### src/rtl/core/sstf_pkg.sv
// sstf_pkg: shared types and constants for the shortest-seek-first scheduler core
// no dependencies; imported by the cell, chain and top-level modules

package sstf_pkg;

    // width of the running movement total and its saturation value
    localparam int unsigned SUM_W = 17;
    localparam logic [SUM_W-1:0] SUM_MAX = {SUM_W{1'b1}};

    // request opcodes
    localparam logic OP_LOAD  = 1'b0;
    localparam logic OP_START = 1'b1;

    // sequencer states
    typedef enum logic [0:0] {
        ST_IDLE = 1'b0,
        ST_SCAN = 1'b1
    } sched_state_t;

    // per-cycle commands broadcast to every cell of the chain
    typedef struct packed {
        logic load;   // write the slot addressed by sel_idx
        logic mark;   // flag the slot addressed by sel_idx as served
        logic clear;  // drop every served flag at the end of a run
    } cell_ctrl_t;

endpackage

### src/rtl/core/sstf_req_if.sv
// sstf_req_if: request channel (opcode and cylinder) with valid/ready handshake
// no dependencies

interface sstf_req_if #(
    parameter int unsigned CYL_W = 12
);
    logic             valid;
    logic             ready;
    logic             opcode;
    logic [CYL_W-1:0] cylinder;

    modport source (output valid, output opcode, output cylinder, input ready);
    modport sink   (input valid, input opcode, input cylinder, output ready);
endinterface

### src/rtl/core/sstf_res_if.sv
// sstf_res_if: result channel, one served request per transfer, valid/ready handshake
// depends on sstf_pkg for the width of the movement total

interface sstf_res_if #(
    parameter int unsigned CYL_W = 12
);
    logic                      valid;
    logic                      ready;
    logic [CYL_W-1:0]          served_cylinder;
    logic [CYL_W-1:0]          seek_distance;
    logic [sstf_pkg::SUM_W-1:0] total_movement;
    logic                      last;

    modport source (output valid, output served_cylinder, output seek_distance,
                    output total_movement, output last, input ready);
    modport sink   (input valid, input served_cylinder, input seek_distance,
                    input total_movement, input last, output ready);
endinterface

### src/rtl/core/sstf_cell.sv
// sstf_cell: one request slot; holds its cylinder and served flag and
// updates the nearest-request candidate passed along the chain; uses sstf_pkg

module sstf_cell #(
    parameter int unsigned SLOT  = 0,
    parameter int unsigned CYL_W = 12,
    parameter int unsigned IDX_W = 5,
    parameter int unsigned CNT_W = 6
) (
    input  logic                clk,
    input  logic                rst_n,
    input  sstf_pkg::cell_ctrl_t ctrl,
    input  logic [IDX_W-1:0]    sel_idx,
    input  logic [CYL_W-1:0]    load_cyl,
    input  logic [CYL_W-1:0]    head,
    input  logic [CNT_W-1:0]    count,
    input  logic                in_found,
    input  logic [CYL_W-1:0]    in_dist,
    input  logic [CYL_W-1:0]    in_cyl,
    input  logic [IDX_W-1:0]    in_idx,
    output logic                out_found,
    output logic [CYL_W-1:0]    out_dist,
    output logic [CYL_W-1:0]    out_cyl,
    output logic [IDX_W-1:0]    out_idx
);
    import sstf_pkg::*;

    logic [CYL_W-1:0] cyl_reg;
    logic             served_reg;
    logic             served_next;
    logic             selected;
    logic             active;
    logic [CYL_W-1:0] seek_dist;
    logic             take;
    logic             found_reg;
    logic [CYL_W-1:0] dist_reg;
    logic [CYL_W-1:0] cand_cyl_reg;
    logic [IDX_W-1:0] idx_reg;

    assign selected = (sel_idx == IDX_W'(SLOT));
    assign active   = (CNT_W'(SLOT) < count) && !served_reg;

    // distance from the current head to this slot
    assign seek_dist = (head >= cyl_reg) ? (head - cyl_reg) : (cyl_reg - head);

    // strictly nearer wins, so ties keep the lower slot seen first
    assign take = active && (!in_found || (seek_dist < in_dist));

    // served flag update
    always_comb
    begin
        served_next = served_reg;
        if (ctrl.clear)
        begin
            served_next = 1'b0;
        end
        else if (ctrl.mark && selected)
        begin
            served_next = 1'b1;
        end
    end

    always_ff @(posedge clk or negedge rst_n)
    begin
        if (!rst_n)
        begin
            served_reg <= 1'b0;
            found_reg  <= 1'b0;
        end
        else
        begin
            served_reg <= served_next;
            found_reg  <= in_found || take;
        end
    end

    // slot cylinder, written on load
    always_ff @(posedge clk)
    begin
        if (ctrl.load && selected)
        begin
            cyl_reg <= load_cyl;
        end
    end

    // candidate handed to the next cell
    always_ff @(posedge clk)
    begin
        if (take)
        begin
            dist_reg     <= seek_dist;
            cand_cyl_reg <= cyl_reg;
            idx_reg      <= IDX_W'(SLOT);
        end
        else
        begin
            dist_reg     <= in_dist;
            cand_cyl_reg <= in_cyl;
            idx_reg      <= in_idx;
        end
    end

    assign out_found = found_reg;
    assign out_dist  = dist_reg;
    assign out_cyl   = cand_cyl_reg;
    assign out_idx   = idx_reg;

endmodule

### src/rtl/core/sstf_chain.sv
// sstf_chain: row of request cells; the nearest-request candidate moves one
// cell per cycle and leaves the last cell complete; uses sstf_pkg and sstf_cell

module sstf_chain #(
    parameter int unsigned DEPTH = 32,
    parameter int unsigned CYL_W = 12,
    parameter int unsigned IDX_W = 5,
    parameter int unsigned CNT_W = 6
) (
    input  logic                clk,
    input  logic                rst_n,
    input  sstf_pkg::cell_ctrl_t ctrl,
    input  logic [IDX_W-1:0]    sel_idx,
    input  logic [CYL_W-1:0]    load_cyl,
    input  logic [CYL_W-1:0]    head,
    input  logic [CNT_W-1:0]    count,
    output logic                best_found,
    output logic [CYL_W-1:0]    best_dist,
    output logic [CYL_W-1:0]    best_cyl,
    output logic [IDX_W-1:0]    best_idx
);
    import sstf_pkg::*;

    logic             tok_found [0:DEPTH];
    logic [CYL_W-1:0] tok_dist  [0:DEPTH];
    logic [CYL_W-1:0] tok_cyl   [0:DEPTH];
    logic [IDX_W-1:0] tok_idx   [0:DEPTH];

    // empty candidate enters the first cell
    assign tok_found[0] = 1'b0;
    assign tok_dist[0]  = '0;
    assign tok_cyl[0]   = '0;
    assign tok_idx[0]   = '0;

    for (genvar i = 0; i < DEPTH; i++)
    begin : g_cell
        sstf_cell #(
            .SLOT  (i),
            .CYL_W (CYL_W),
            .IDX_W (IDX_W),
            .CNT_W (CNT_W)
        ) u_cell (
            .clk       (clk),
            .rst_n     (rst_n),
            .ctrl      (ctrl),
            .sel_idx   (sel_idx),
            .load_cyl  (load_cyl),
            .head      (head),
            .count     (count),
            .in_found  (tok_found[i]),
            .in_dist   (tok_dist[i]),
            .in_cyl    (tok_cyl[i]),
            .in_idx    (tok_idx[i]),
            .out_found (tok_found[i+1]),
            .out_dist  (tok_dist[i+1]),
            .out_cyl   (tok_cyl[i+1]),
            .out_idx   (tok_idx[i+1])
        );
    end

    assign best_found = tok_found[DEPTH];
    assign best_dist  = tok_dist[DEPTH];
    assign best_cyl   = tok_cyl[DEPTH];
    assign best_idx   = tok_idx[DEPTH];

endmodule

### src/rtl/core/sstf_disk_scheduler_core.sv
// sstf_disk_scheduler_core: shortest-seek-first scheduler, sequencer and output register
// uses sstf_pkg, sstf_req_if, sstf_res_if and sstf_chain
//
//   port            dir   handshake     carries
//   req             in    valid/ready   opcode, cylinder
//   res             out   valid/ready   served_cylinder, seek_distance, total_movement, last
//   cfg_we/cfg_wdata in   write enable  start_head
//
// a start request makes one pick per pending request: each pick waits for
// the candidate to pass through every cell of the chain, then commits it.
// reset clears the count, served flags, head, total and the output valid flag.
// req is held off during a run; a full output register stalls the run at a pick.

module sstf_disk_scheduler_core #(
    parameter int unsigned QUEUE_DEPTH   = 32,
    parameter int unsigned CYLINDER_BITS = 12
) (
    input  logic                     clk,
    input  logic                     rst_n,
    sstf_req_if.sink                 req,
    sstf_res_if.source               res,
    input  logic                     cfg_we,
    input  logic [CYLINDER_BITS-1:0] cfg_wdata
);
    import sstf_pkg::*;

    localparam int unsigned IDX_W = (QUEUE_DEPTH > 1) ? $clog2(QUEUE_DEPTH) : 1;
    localparam int unsigned CNT_W = $clog2(QUEUE_DEPTH + 1);
    localparam int unsigned CYL_W = CYLINDER_BITS;

    sched_state_t     state_reg, state_next;
    logic [CYL_W-1:0] start_head_reg;
    logic [CNT_W-1:0] count_reg, count_next;
    logic [CNT_W-1:0] picks_reg, picks_next;
    logic [CNT_W-1:0] scan_reg, scan_next;
    logic [CYL_W-1:0] head_reg, head_next;
    logic [SUM_W-1:0] sum_reg, sum_next;
    logic [SUM_W:0]   sum_wide;

    logic             out_valid_reg, out_valid_next;
    logic [CYL_W-1:0] out_cyl_reg;
    logic [CYL_W-1:0] out_dist_reg;
    logic [SUM_W-1:0] out_sum_reg;
    logic             out_last_reg;

    cell_ctrl_t       ctrl;
    logic [IDX_W-1:0] sel_idx;
    logic             best_found;
    logic [CYL_W-1:0] best_dist;
    logic [CYL_W-1:0] best_cyl;
    logic [IDX_W-1:0] best_idx;

    logic             req_fire;
    logic             scan_done;
    logic             emit;
    logic             last_pick;

    assign req_fire  = req.valid && req.ready;
    assign scan_done = (state_reg == ST_SCAN) && (scan_reg == CNT_W'(QUEUE_DEPTH));
    assign emit      = scan_done && (!out_valid_reg || res.ready);
    assign last_pick = (picks_reg + CNT_W'(1)) == count_reg;

    // saturating running total
    assign sum_wide = {1'b0, sum_reg} + (SUM_W + 1)'(best_dist);

    sstf_chain #(
        .DEPTH (QUEUE_DEPTH),
        .CYL_W (CYL_W),
        .IDX_W (IDX_W),
        .CNT_W (CNT_W)
    ) u_chain (
        .clk        (clk),
        .rst_n      (rst_n),
        .ctrl       (ctrl),
        .sel_idx    (sel_idx),
        .load_cyl   (req.cylinder),
        .head       (head_reg),
        .count      (count_reg),
        .best_found (best_found),
        .best_dist  (best_dist),
        .best_cyl   (best_cyl),
        .best_idx   (best_idx)
    );

    // sequencer: next state and cell commands
    always_comb
    begin
        state_next  = state_reg;
        count_next  = count_reg;
        picks_next  = picks_reg;
        head_next   = head_reg;
        sum_next    = sum_reg;
        ctrl        = '0;
        sel_idx     = count_reg[IDX_W-1:0];
        if (state_reg == ST_SCAN)
        begin
            sel_idx = best_idx;
        end
        scan_next   = (scan_reg == CNT_W'(QUEUE_DEPTH)) ? scan_reg : scan_reg + CNT_W'(1);
        case (state_reg)
            ST_IDLE:
            begin
                if (req_fire)
                begin
                    if (req.opcode == OP_LOAD)
                    begin
                        if (count_reg < CNT_W'(QUEUE_DEPTH))
                        begin
                            ctrl.load  = 1'b1;
                            count_next = count_reg + CNT_W'(1);
                        end
                    end
                    else
                    begin
                        head_next  = start_head_reg;
                        sum_next   = '0;
                        picks_next = '0;
                        scan_next  = '0;
                        if (count_reg != '0)
                        begin
                            state_next = ST_SCAN;
                        end
                    end
                end
            end
            ST_SCAN:
            begin
                if (emit)
                begin
                    ctrl.mark  = 1'b1;
                    head_next  = best_cyl;
                    sum_next   = sum_wide[SUM_W] ? SUM_MAX : sum_wide[SUM_W-1:0];
                    picks_next = picks_reg + CNT_W'(1);
                    scan_next  = '0;
                    if (last_pick)
                    begin
                        ctrl.clear = 1'b1;
                        count_next = '0;
                        state_next = ST_IDLE;
                    end
                end
            end
            default:
            begin
                state_next = ST_IDLE;
            end
        endcase
    end

    // control registers
    always_ff @(posedge clk or negedge rst_n)
    begin
        if (!rst_n)
        begin
            state_reg      <= ST_IDLE;
            start_head_reg <= '0;
            count_reg      <= '0;
            picks_reg      <= '0;
            scan_reg       <= '0;
            head_reg       <= '0;
            sum_reg        <= '0;
            out_valid_reg  <= 1'b0;
        end
        else
        begin
            state_reg     <= state_next;
            count_reg     <= count_next;
            picks_reg     <= picks_next;
            scan_reg      <= scan_next;
            head_reg      <= head_next;
            sum_reg       <= sum_next;
            out_valid_reg <= out_valid_next;
            if (cfg_we)
            begin
                start_head_reg <= cfg_wdata;
            end
        end
    end

    // output register
    always_comb
    begin
        out_valid_next = out_valid_reg;
        if (emit)
        begin
            out_valid_next = 1'b1;
        end
        else if (res.ready)
        begin
            out_valid_next = 1'b0;
        end
    end

    always_ff @(posedge clk)
    begin
        if (emit)
        begin
            out_cyl_reg  <= best_cyl;
            out_dist_reg <= best_dist;
            out_sum_reg  <= sum_next;
            out_last_reg <= last_pick;
        end
    end

    assign req.ready           = (state_reg == ST_IDLE);
    assign res.valid           = out_valid_reg;
    assign res.served_cylinder = out_cyl_reg;
    assign res.seek_distance   = out_dist_reg;
    assign res.total_movement  = out_sum_reg;
    assign res.last            = out_last_reg;

`ifndef SYNTHESIS
    // pending count never exceeds the store
    a_count_bound: assert property (@(posedge clk) disable iff (!rst_n)
        count_reg <= CNT_W'(QUEUE_DEPTH))
        else $error("request count above queue depth");

    // a finished scan always finds an unserved request
    a_scan_finds: assert property (@(posedge clk) disable iff (!rst_n)
        scan_done |-> best_found)
        else $error("scan completed with no candidate");

    // during a run fewer picks than requests have been made
    a_picks_bound: assert property (@(posedge clk) disable iff (!rst_n)
        (state_reg == ST_SCAN) |-> (picks_reg < count_reg))
        else $error("pick counter overran request count");

    // the final pick empties the store and reopens the request channel
    a_last_empties: assert property (@(posedge clk) disable iff (!rst_n)
        (emit && last_pick) |=> (count_reg == '0) && req.ready)
        else $error("store not emptied after final pick");
`endif

endmodule
### src/flat_wrapper.sv
// flat-port wrapper written by rule: the top's interface ports become plain ports
module sstf_disk_scheduler_core_flat import sstf_pkg::*;
#(
    parameter int unsigned QUEUE_DEPTH   = 32,
    parameter int unsigned CYLINDER_BITS = 12
)
  (clk, rst_n, cfg_we, cfg_wdata, req_valid, req_opcode, req_cylinder, req_ready, res_valid, res_served_cylinder, res_seek_distance, res_total_movement, res_last, res_ready);
  sstf_req_if req_i ();
  sstf_res_if res_i ();
  input  logic clk;
  input  logic rst_n;
  input  logic cfg_we;
  input  logic [CYLINDER_BITS-1:0] cfg_wdata;
  input wire logic [$bits(req_i.valid)-1:0] req_valid;
  input wire logic [$bits(req_i.opcode)-1:0] req_opcode;
  input wire logic [$bits(req_i.cylinder)-1:0] req_cylinder;
  output wire logic [$bits(req_i.ready)-1:0] req_ready;
  output wire logic [$bits(res_i.valid)-1:0] res_valid;
  output wire logic [$bits(res_i.served_cylinder)-1:0] res_served_cylinder;
  output wire logic [$bits(res_i.seek_distance)-1:0] res_seek_distance;
  output wire logic [$bits(res_i.total_movement)-1:0] res_total_movement;
  output wire logic [$bits(res_i.last)-1:0] res_last;
  input wire logic [$bits(res_i.ready)-1:0] res_ready;
  assign req_i.valid = req_valid;
  assign req_i.opcode = req_opcode;
  assign req_i.cylinder = req_cylinder;
  assign req_ready = req_i.ready;
  assign res_valid = res_i.valid;
  assign res_served_cylinder = res_i.served_cylinder;
  assign res_seek_distance = res_i.seek_distance;
  assign res_total_movement = res_i.total_movement;
  assign res_last = res_i.last;
  assign res_i.ready = res_ready;
  sstf_disk_scheduler_core #(.QUEUE_DEPTH(QUEUE_DEPTH), .CYLINDER_BITS(CYLINDER_BITS)) u_core (.clk(clk), .rst_n(rst_n), .req(req_i), .res(res_i), .cfg_we(cfg_we), .cfg_wdata(cfg_wdata));
endmodule
### config.mk
export PLATFORM = sky130hd
export DESIGN_NAME = sstf_disk_scheduler_core_flat
export DESIGN_NICKNAME = d
export VERILOG_FILES = /design/src/rtl/core/sstf_pkg.sv /design/src/rtl/core/sstf_req_if.sv /design/src/rtl/core/sstf_res_if.sv /design/src/rtl/core/sstf_cell.sv /design/src/rtl/core/sstf_chain.sv /design/src/rtl/core/sstf_disk_scheduler_core.sv /design/src/flat_wrapper.sv
export SDC_FILE = /design/constraint.sdc
export NUM_CORES = 2
export LEC_CHECK = 0
export CAP_MARGIN = 40
export CORE_MARGIN = 4
export CORE_UTILIZATION = 50
export CTS_CLUSTER_DIAMETER = 30
export DETAILED_ROUTE_END_ITERATION = 16
export DONT_BUFFER_PORTS = 1
export GPL_TIMING_DRIVEN = 0
export PLACE_DENSITY = 0.63
export SLEW_MARGIN = 20
export SYNTH_ARGS = -nofsm -noshare
export SYNTH_HDL_FRONTEND = slang
export SYNTH_SLANG_ARGS = --single-unit
### constraint.sdc
create_clock -name clk -period 14.55 [get_ports clk]
set_input_delay 2.1825 -clock clk [delete_from_list [all_inputs] [get_ports clk]]
set_output_delay 2.1825 -clock clk [all_outputs]
set_load 0.1 [all_outputs]
Word level (Yosys, flattened, before mapping)
Cells that the tools add are included.
{ "word_totals": {"ff_bits": 1447, "latchBits": 0, "ramBits": 0, "rom_bits": 0, "in_bits": 30, "out_inout_bits": 44, "elab_cells": 898, "memories": 0} }
{ "classes": {"addsub": 68, "mul": 0, "n_div": 0, "n_lt_le_gt_ge": 96, "n_eq_ne": 39, "shift": 0, "n_mux": 199, "bitwise": 1, "reduce_logical": 293} }
{ "ops": {"columns": ["cell", "count"], "rows": [
  ["12-bit 2-to-1 mux", 97],
  ["12-bit subtractor", 64],
  ["12-bit >= comparator", 32],
  ["12-bit less-than comparator", 31],
  ["1-bit logical AND", 130],
  ["5-bit by 6-bit less-than comparator with 1-bit output, first input constant", 16],
  ["5-bit == test, second input constant", 16],
  ["1-bit 2-to-1 mux", 77],
  ["6-bit 2-to-1 mux", 12],
  ["17-bit 2-to-1 mux", 4],
  ["2-bit nonzero test", 33],
  ["1-bit zero test", 64],
  ["1-bit logical OR", 62],
  ["4-bit by 6-bit less-than comparator with 1-bit output, first input constant", 8],
  ["5-bit by 4-bit == test with 1-bit output, second input constant", 8],
  ["6-bit case mux with 2 select lines", 3],
  ["17-bit case mux with 2 select lines", 1],
  ["3-bit by 6-bit less-than comparator with 1-bit output, first input constant", 4],
  ["12-bit case mux with 2 select lines", 1],
  ["5-bit by 3-bit == test with 1-bit output, second input constant", 4],
  ["17-bit by 12-bit adder with 18-bit output", 1],
  ["6-bit by 1-bit adder with 6-bit output, second input constant", 3],
  ["1-bit by 6-bit less-than comparator with 1-bit output, first input constant", 2],
  ["2-bit by 6-bit less-than comparator with 1-bit output, first input constant", 2],
  ["other kinds (14)", 21]
]} }

Longest topological paths before layout
{ "logic_depth": {"word_depth": 8, "ltp_mapped": 25, "depth_no_buf": 22} }

Hierarchy
A second synthesis with hierarchy kept.
{ "unflattened": {"hier_cells": 10248, "area_unflattened_um2": 96028.3} }
{ "by_module_without_submodules": {"columns": ["mod", "instances", "cells_per_inst", "area_each_um2", "seq_area_each_um2"], "rows": [
  ["sstf_disk_scheduler_core", 1, 393, 4788.3, 2787.7],
  ["sstf_cell (u_core.u_chain.g_cell[27].u_cell)", 1, 336, 3085.5, 991.0],
  ["sstf_cell (u_core.u_chain.g_cell[19].u_cell)", 1, 341, 3072.9, 991.0],
  ["sstf_cell (u_core.u_chain.g_cell[25].u_cell)", 1, 340, 3016.6, 991.0],
  ["sstf_cell (u_core.u_chain.g_cell[31].u_cell)", 1, 335, 3012.9, 991.0],
  ["sstf_cell (u_core.u_chain.g_cell[29].u_cell)", 1, 340, 3011.6, 991.0],
  ["sstf_cell (u_core.u_chain.g_cell[2].u_cell)", 1, 342, 3011.6, 991.0],
  ["sstf_cell (u_core.u_chain.g_cell[8].u_cell)", 1, 327, 3007.9, 991.0],
  ["sstf_cell (u_core.u_chain.g_cell[0].u_cell)", 1, 342, 3005.4, 991.0],
  ["sstf_cell (u_core.u_chain.g_cell[1].u_cell)", 1, 340, 2996.6, 991.0],
  ["sstf_cell (u_core.u_chain.g_cell[26].u_cell)", 1, 309, 2914.0, 991.0],
  ["sstf_cell (u_core.u_chain.g_cell[9].u_cell)", 1, 328, 2905.3, 991.0],
  ["sstf_cell (u_core.u_chain.g_cell[17].u_cell)", 1, 293, 2889.0, 991.0],
  ["sstf_cell (u_core.u_chain.g_cell[30].u_cell)", 1, 306, 2881.5, 991.0],
  ["20 more rows", null, null, null, null]
]} }

Worst setup path after synthesis
No wires, ideal clock.
{ "synth_timing": {"path_kind": "flip-flop to flip-flop", "startpoint": "reg u_core.head_reg[1]", "endpoint": "reg u_core.u_chain.g_cell[1].u_cell.cand_cyl_reg[0]", "setup_ns": 0.121, "arrival_ns": 7.872, "t_required_ns": 14.429, "slack_ns": 6.557, "path_stages_with_launch": 18, "path_buffers": 2, "synth_period_minus_slack_ns": 7.993, "path_cell_list": "dfrtp_1 -> inv_1 -> fa_1 -> a21o_1 -> a211oi_1 -> o21bai_1 -> a21o_1 -> a21oi_1 -> mux2i_1 -> xor2_1 -> ha_1 -> a21o_1 -> a211o_1 -> a211oi_1 -> o31a_1 -> clkbuf_1 -> clkbuf_1 -> mux2_2"} }
{ "synth_via": {"elab_chain_len": 6, "elab_cells_between_ends": 8, "cone_classes": "2 x add/sub; 2 x order compare; 2 x mux; 2 x reduce/logical"} }
{ "synth_rtl": {"columns": ["element", "line", "source"], "rows": [
  ["start, declared", "sstf_disk_scheduler_core.sv:36", "logic [CYL_W-1:0] head_reg, head_next;"],
  ["start signal, assigned", "sstf_disk_scheduler_core.sv:170", "head_reg <= head_next;"],
  ["12-bit subtractor / 12-bit >= comparator (equally long branches)", "sstf_cell.sv:44", "assign seek_dist = (head >= cyl_reg) ? (head - cyl_reg) : (cyl_reg - head);"],
  ["12-bit 2-to-1 mux *", "sstf_cell.sv:44", null],
  ["12-bit less-than comparator *", "sstf_cell.sv:47", "assign take = active && (!in_found || (seek_dist < in_dist));"],
  ["1-bit logical OR *", "sstf_cell.sv:47", null],
  ["1-bit logical AND *", "sstf_cell.sv:47", null],
  ["12-bit 2-to-1 mux *", "sstf_cell.sv:89", "if (take)"],
  ["end signal, assigned", "sstf_cell.sv:92", "cand_cyl_reg <= cyl_reg;"],
  ["end signal, assigned", "sstf_cell.sv:98", "cand_cyl_reg <= in_cyl;"],
  ["end, declared", "sstf_cell.sv:37", "logic [CYL_W-1:0] cand_cyl_reg;"]
]} }
Mark *: on every way between the ends. The rest lies on a longest branch, timed or not.
A chain may end at the register's enable or synchronous reset.

Worst setup path in the final report
{ "layout_timing": {"startpoint": "reg u_core.head_reg[0]", "endpoint": "reg u_core.u_chain.g_cell[20].u_cell.cand_cyl_reg[10]"} }
{ "layout_via": {"elab_chain_len": 6, "elab_cells_between_ends": 8, "cone_classes": "2 x add/sub; 2 x order compare; 2 x mux; 2 x reduce/logical"} }
{ "layout_rtl": {"columns": ["element", "line"], "rows": [
  ["12-bit subtractor / 12-bit >= comparator (equally long branches)", "sstf_cell.sv:44"],
  ["12-bit 2-to-1 mux *", "sstf_cell.sv:44"],
  ["12-bit less-than comparator *", "sstf_cell.sv:47"],
  ["1-bit logical OR *", "sstf_cell.sv:47"],
  ["1-bit logical AND *", "sstf_cell.sv:47"],
  ["12-bit 2-to-1 mux *", "sstf_cell.sv:89"],
  ["end signal, assigned", "sstf_cell.sv:92"],
  ["end signal, assigned", "sstf_cell.sv:98"],
  ["end, declared", "sstf_cell.sv:37"]
]} }
Marks and branches as above.

==> results.tsv <==
stage	metric	value	unit
final_layout	synthToLayoutAreaGrowth	18.02	%
clock_tree	post_cts_buffers	0	
critical_path	path_common_cell	o21ai_0	
global_routing	antenna_found_initial	16	
place	dpl.cell_count	11210	
critical_path	worstPathMaxFanout	21	
critical_path	rrSetupSlack	6760	ps
final_layout	drive_above_1_share	14.08	%
pwr	ir_worst_vdd	0.1074	mV
final_layout	utilization	59.31	%
timing	fmax	0.1284	GHz
floorplan	die_w	423.0	um
timing	tns	0	ps
global_routing	grt_pass1_wl	413900	um
critical_path	start_kind	flop	
critical_path	critPathTopFamily	buffers and inverters	
clock_tree	cts.sinks	1447	
place	post-place-ws	6738	ps
global_routing	grt_max_degree	125	
critical_path	cpPeakStageDelay	690	ps
timing	hold_viol_final	0	
critical_path	worstPathArrival	8560	ps
floorplan	fp.coreArea	171400	um2
pwr	p_leak	0.04467	uW
critical_path	critPathRequiredTime	15320	ps
clock_tree	cts_htree_levels	5	
place	dp_hpwl	199400	um
synth	postSynthAreaPerCell	9.749	um2
timing	tightest_slew	931.2	ps
outcome	outcome	complete, no violations	
clock_tree	clockBufferDepth	4	
global_routing	groute.usage.overall	30.62	%
place	portBuffers	0	
timing	fin_skew	51.40	ps
synth	synth_nets	10020	
synth	synth_top_area_share	20.85	%
run	cap_viol_max_count	0	
timing	slew_headroom	37.69	%
floorplan	initial_core_util	50.26	%
pwr	sw_frac_of_total	20.66	%
synth	ys_top_cells_by_area	dfxtp_1 21%, ha_1 16%, edfxtp_1 15%, mux2_2 6.4%, inv_1 4.1%	
synth	ys_seq_elements	1447	
synth	ys_async_sr_fraction	8.569	%
drt	dr.pass1.iters	6	
pwr	internal-power	9070	uW
clock_tree	cts_tree	yes	
synth	yosysWarnings	0	
synth	synth.yosys.seq_area_share	39.31	%
pwr	clkPwrFrac	63.5	%
synth	syn_inst	8834	
synth	ys_types	92	
clock_tree	cts_root_buffer	clkbuf_16	
drt	route.detailed.drc	0	
timing	min_period_over_period	53.54	%
drt	post_drt_via_cell_ratio	5.698	
pwr	switchingPower	2362	uW
critical_path	end_kind	flop	
synth	yosysTopAreaCell	dfxtp_1	
clock_tree	insertion_delay	930	ps
floorplan	ios	74	
clock_tree	cts_buffers	331	
drt	postRouteWirelength	282700	um
drt	routedWlPerCell	23.91	um
final_layout	num-fill-cells	14520	
floorplan	fp.dieH	423.0	um
critical_path	crit_chain	buf_16 > inv_6 > buf_16 > ha_1 > inv_1 > fa_1 > a21o_1 > a21oi_2 > a311oi_2 > o32ai_4 > buf_2 > mux2_2 > ha_1 > a21boi_0 > o21ai_0 > nand2b_1 > a21oi_1 > o21ai_0 > a21oi_1 > o21ai_0 > a31oi_1 > buf_1 > clkbuf_1 > mux2_2	
critical_path	cpMaxStageDelayCell	dfrtp_4	
timing	fin_ws	6759	ps
critical_path	crit_type	flop to flop	
clock_tree	ctsResizeCount	0	
final_layout	final_cell_area	101600	um2
worst_hold_path	min_path_type	flop to flop	
drt	ant_nets	0	
timing	min_period	7791	ps
timing	finalSetupViolCount	0	
timing	slew_violations	0	
floorplan	num_rows	152	
timing	rsz0062_at_grt	false	
pwr	p_per_area	112.5	nW/um2
pwr	seqPwrFrac	36.4	%
synth	ys.flop_type	dfxtp_1	
floorplan	dieArea	178900	um2
final_layout	seqCellArea	33900	um2
clock_tree	cts_hold_buf	0	
pwr	p_comb_share	0	%
final_layout	fin_cells	11820	
synth	synth_edf_count	426	
synth	synth_area	86120	um2
clock_tree	clk_pin_slew	50	ps
drt	drt-initial-drc-count	6332	
final_layout	multi_input_area	47530	um2
global_routing	overflow	0	
drt	vias	67370	
final_layout	layout.nets	10430	
global_routing	grt_pass1_vias	66090	
place	placed_area	90460	um2
place	gp_congestion	0.9316	
critical_path	cp.buffers_inverters	7	
## cells by family (layout without fill, tap and decap cells)
kind of cell	after synthesis	after routing	synth area share, %
other	0	12	0
buffers and inverters	1261	1927	5.611
AOI/OAI and AO/OA	2183	2183	15.83
DFF	1447	1447	39.31
adders and majority gates	1159	1159	17.41
muxes	708	708	8.945
xor gates and xnor gates	344	344	3.499
and+or+nand+nor	1732	1732	9.404
## path summary, 6_finish.rpt
path,from,endpoint,depth (start not counted)
max,u_core.head_reg[0],u_core.u_chain.g_cell[20].u_cell.out_cyl[10],24
min,u_core.u_chain.g_cell[24].u_cell.out_idx[4],u_core.u_chain.g_cell[25].u_cell.out_idx[4],1
max reg2reg,u_core.head_reg[0],u_core.u_chain.g_cell[20].u_cell.out_cyl[10],24
min reg2reg,u_core.u_chain.g_cell[24].u_cell.out_idx[4],u_core.u_chain.g_cell[25].u_cell.out_idx[4],1
max in group asynchronous,rst_n,u_core.u_chain.g_cell[12].u_cell.out_found,0
min in group asynchronous,rst_n,u_core.picks_reg[1],0
## power by group through the flow
stage | sequential [uW] | combinational (uW) | clock (uW)
4_1_cts | 4170 | 4.78 | 7350
5_1_grt | 4160 | 5.12 | 7590
2_1_floorplan | 4240 | 4.11 | 0
3_5_place_dp | 4240 | 4.69 | 0
3_3_place_gp | 4240 | 4.42 | 0
6_report | 4170 | 4.73 | 7260
## placed cells by master, fill, tap and decap left out, types with 62 or more instances in the layout
cell type  instances
o21bai_1          64
clkbuf_16        352
clkbuf_1         270
or2_2             65
edfxtp_1         426
a211oi_1          65
nand4_1           62
mux2_2           492
xnor2_1          207
xor2_1           137
a21o_1           273
mux2i_1          215
inv_1            934
nand3_1          127
nand2b_1         110
nand2_1          552
nor2_1           430
a21oi_1          660
buf_2             68
ha_1            1094
nor2b_1          117
dfxtp_1          897
fa_1              65
o21ai_0          586
dfrtp_1          112
a31oi_1           84
nor3_1            97
## cell type report
cell class / instances / area share (%)
Timing Repair Buffer: 71 / 1.332
Sequential cell: 1447 / 33.35
Multi-Input combinational cell: 6126 / 46.76
Clock buffer: 420 / 9.134
Inverter: 947 / 3.544
Tap cell: 2310 / 2.844
Buffer: 314 / 1.262
Clock inverter: 175 / 1.741
Antenna cell: 12 / 0.02955
## metal layers
metal,vias up,track usage [%],part of all wire (%)
li1,31890,-,-
met1,32210,40.50,43
met2,2638,49.75,46
met3,638,4.832,6.8
met4,0,13.25,4.2
met5,-,0,0
## stage by stage
stage | hold slack (ps) | total power, uW
6_report | 383.7 | 11430
5_1_grt | 404.6 | 11750
4_1_cts | 388.7 | 11520
3_5_place_dp | 391.7 | 4244
3_3_place_gp | 387.6 | 4244
2_1_floorplan | 386.3 | 4244
## cell usage after synthesis (12+ instances only)
master and number:
o21ai_0 586, and4_1 12, nand4_1 62, o21a_1 60, and3_1 29, a211o_1 18
o31ai_1 22, a311oi_1 18, o211ai_1 43, xnor2_1 207, a31oi_1 84, edfxtp_1 426
buf_1 20, inv_1 945, nor2_1 461, a2111oi_0 23, dfxtp_1 897, a221oi_1 28
a21o_1 273, a211oi_1 65, o21bai_1 64, fa_1 65, o22ai_1 18, mux2i_1 215
buf_2 65, dfrtp_1 124, nand2_1 552, mux2_2 492, nor2b_1 117, a221o_1 14
clkbuf_1 224, a21boi_0 31, nor3_1 97, and2_1 48, nand3_1 127, xor2_1 137
a21oi_1 660, o41ai_1 25, ha_1 1094, or2_2 65, nand3b_1 15, nand2b_1 110
o21ai_1 12
No activity file was read; power rests on OpenSTA's default activity.
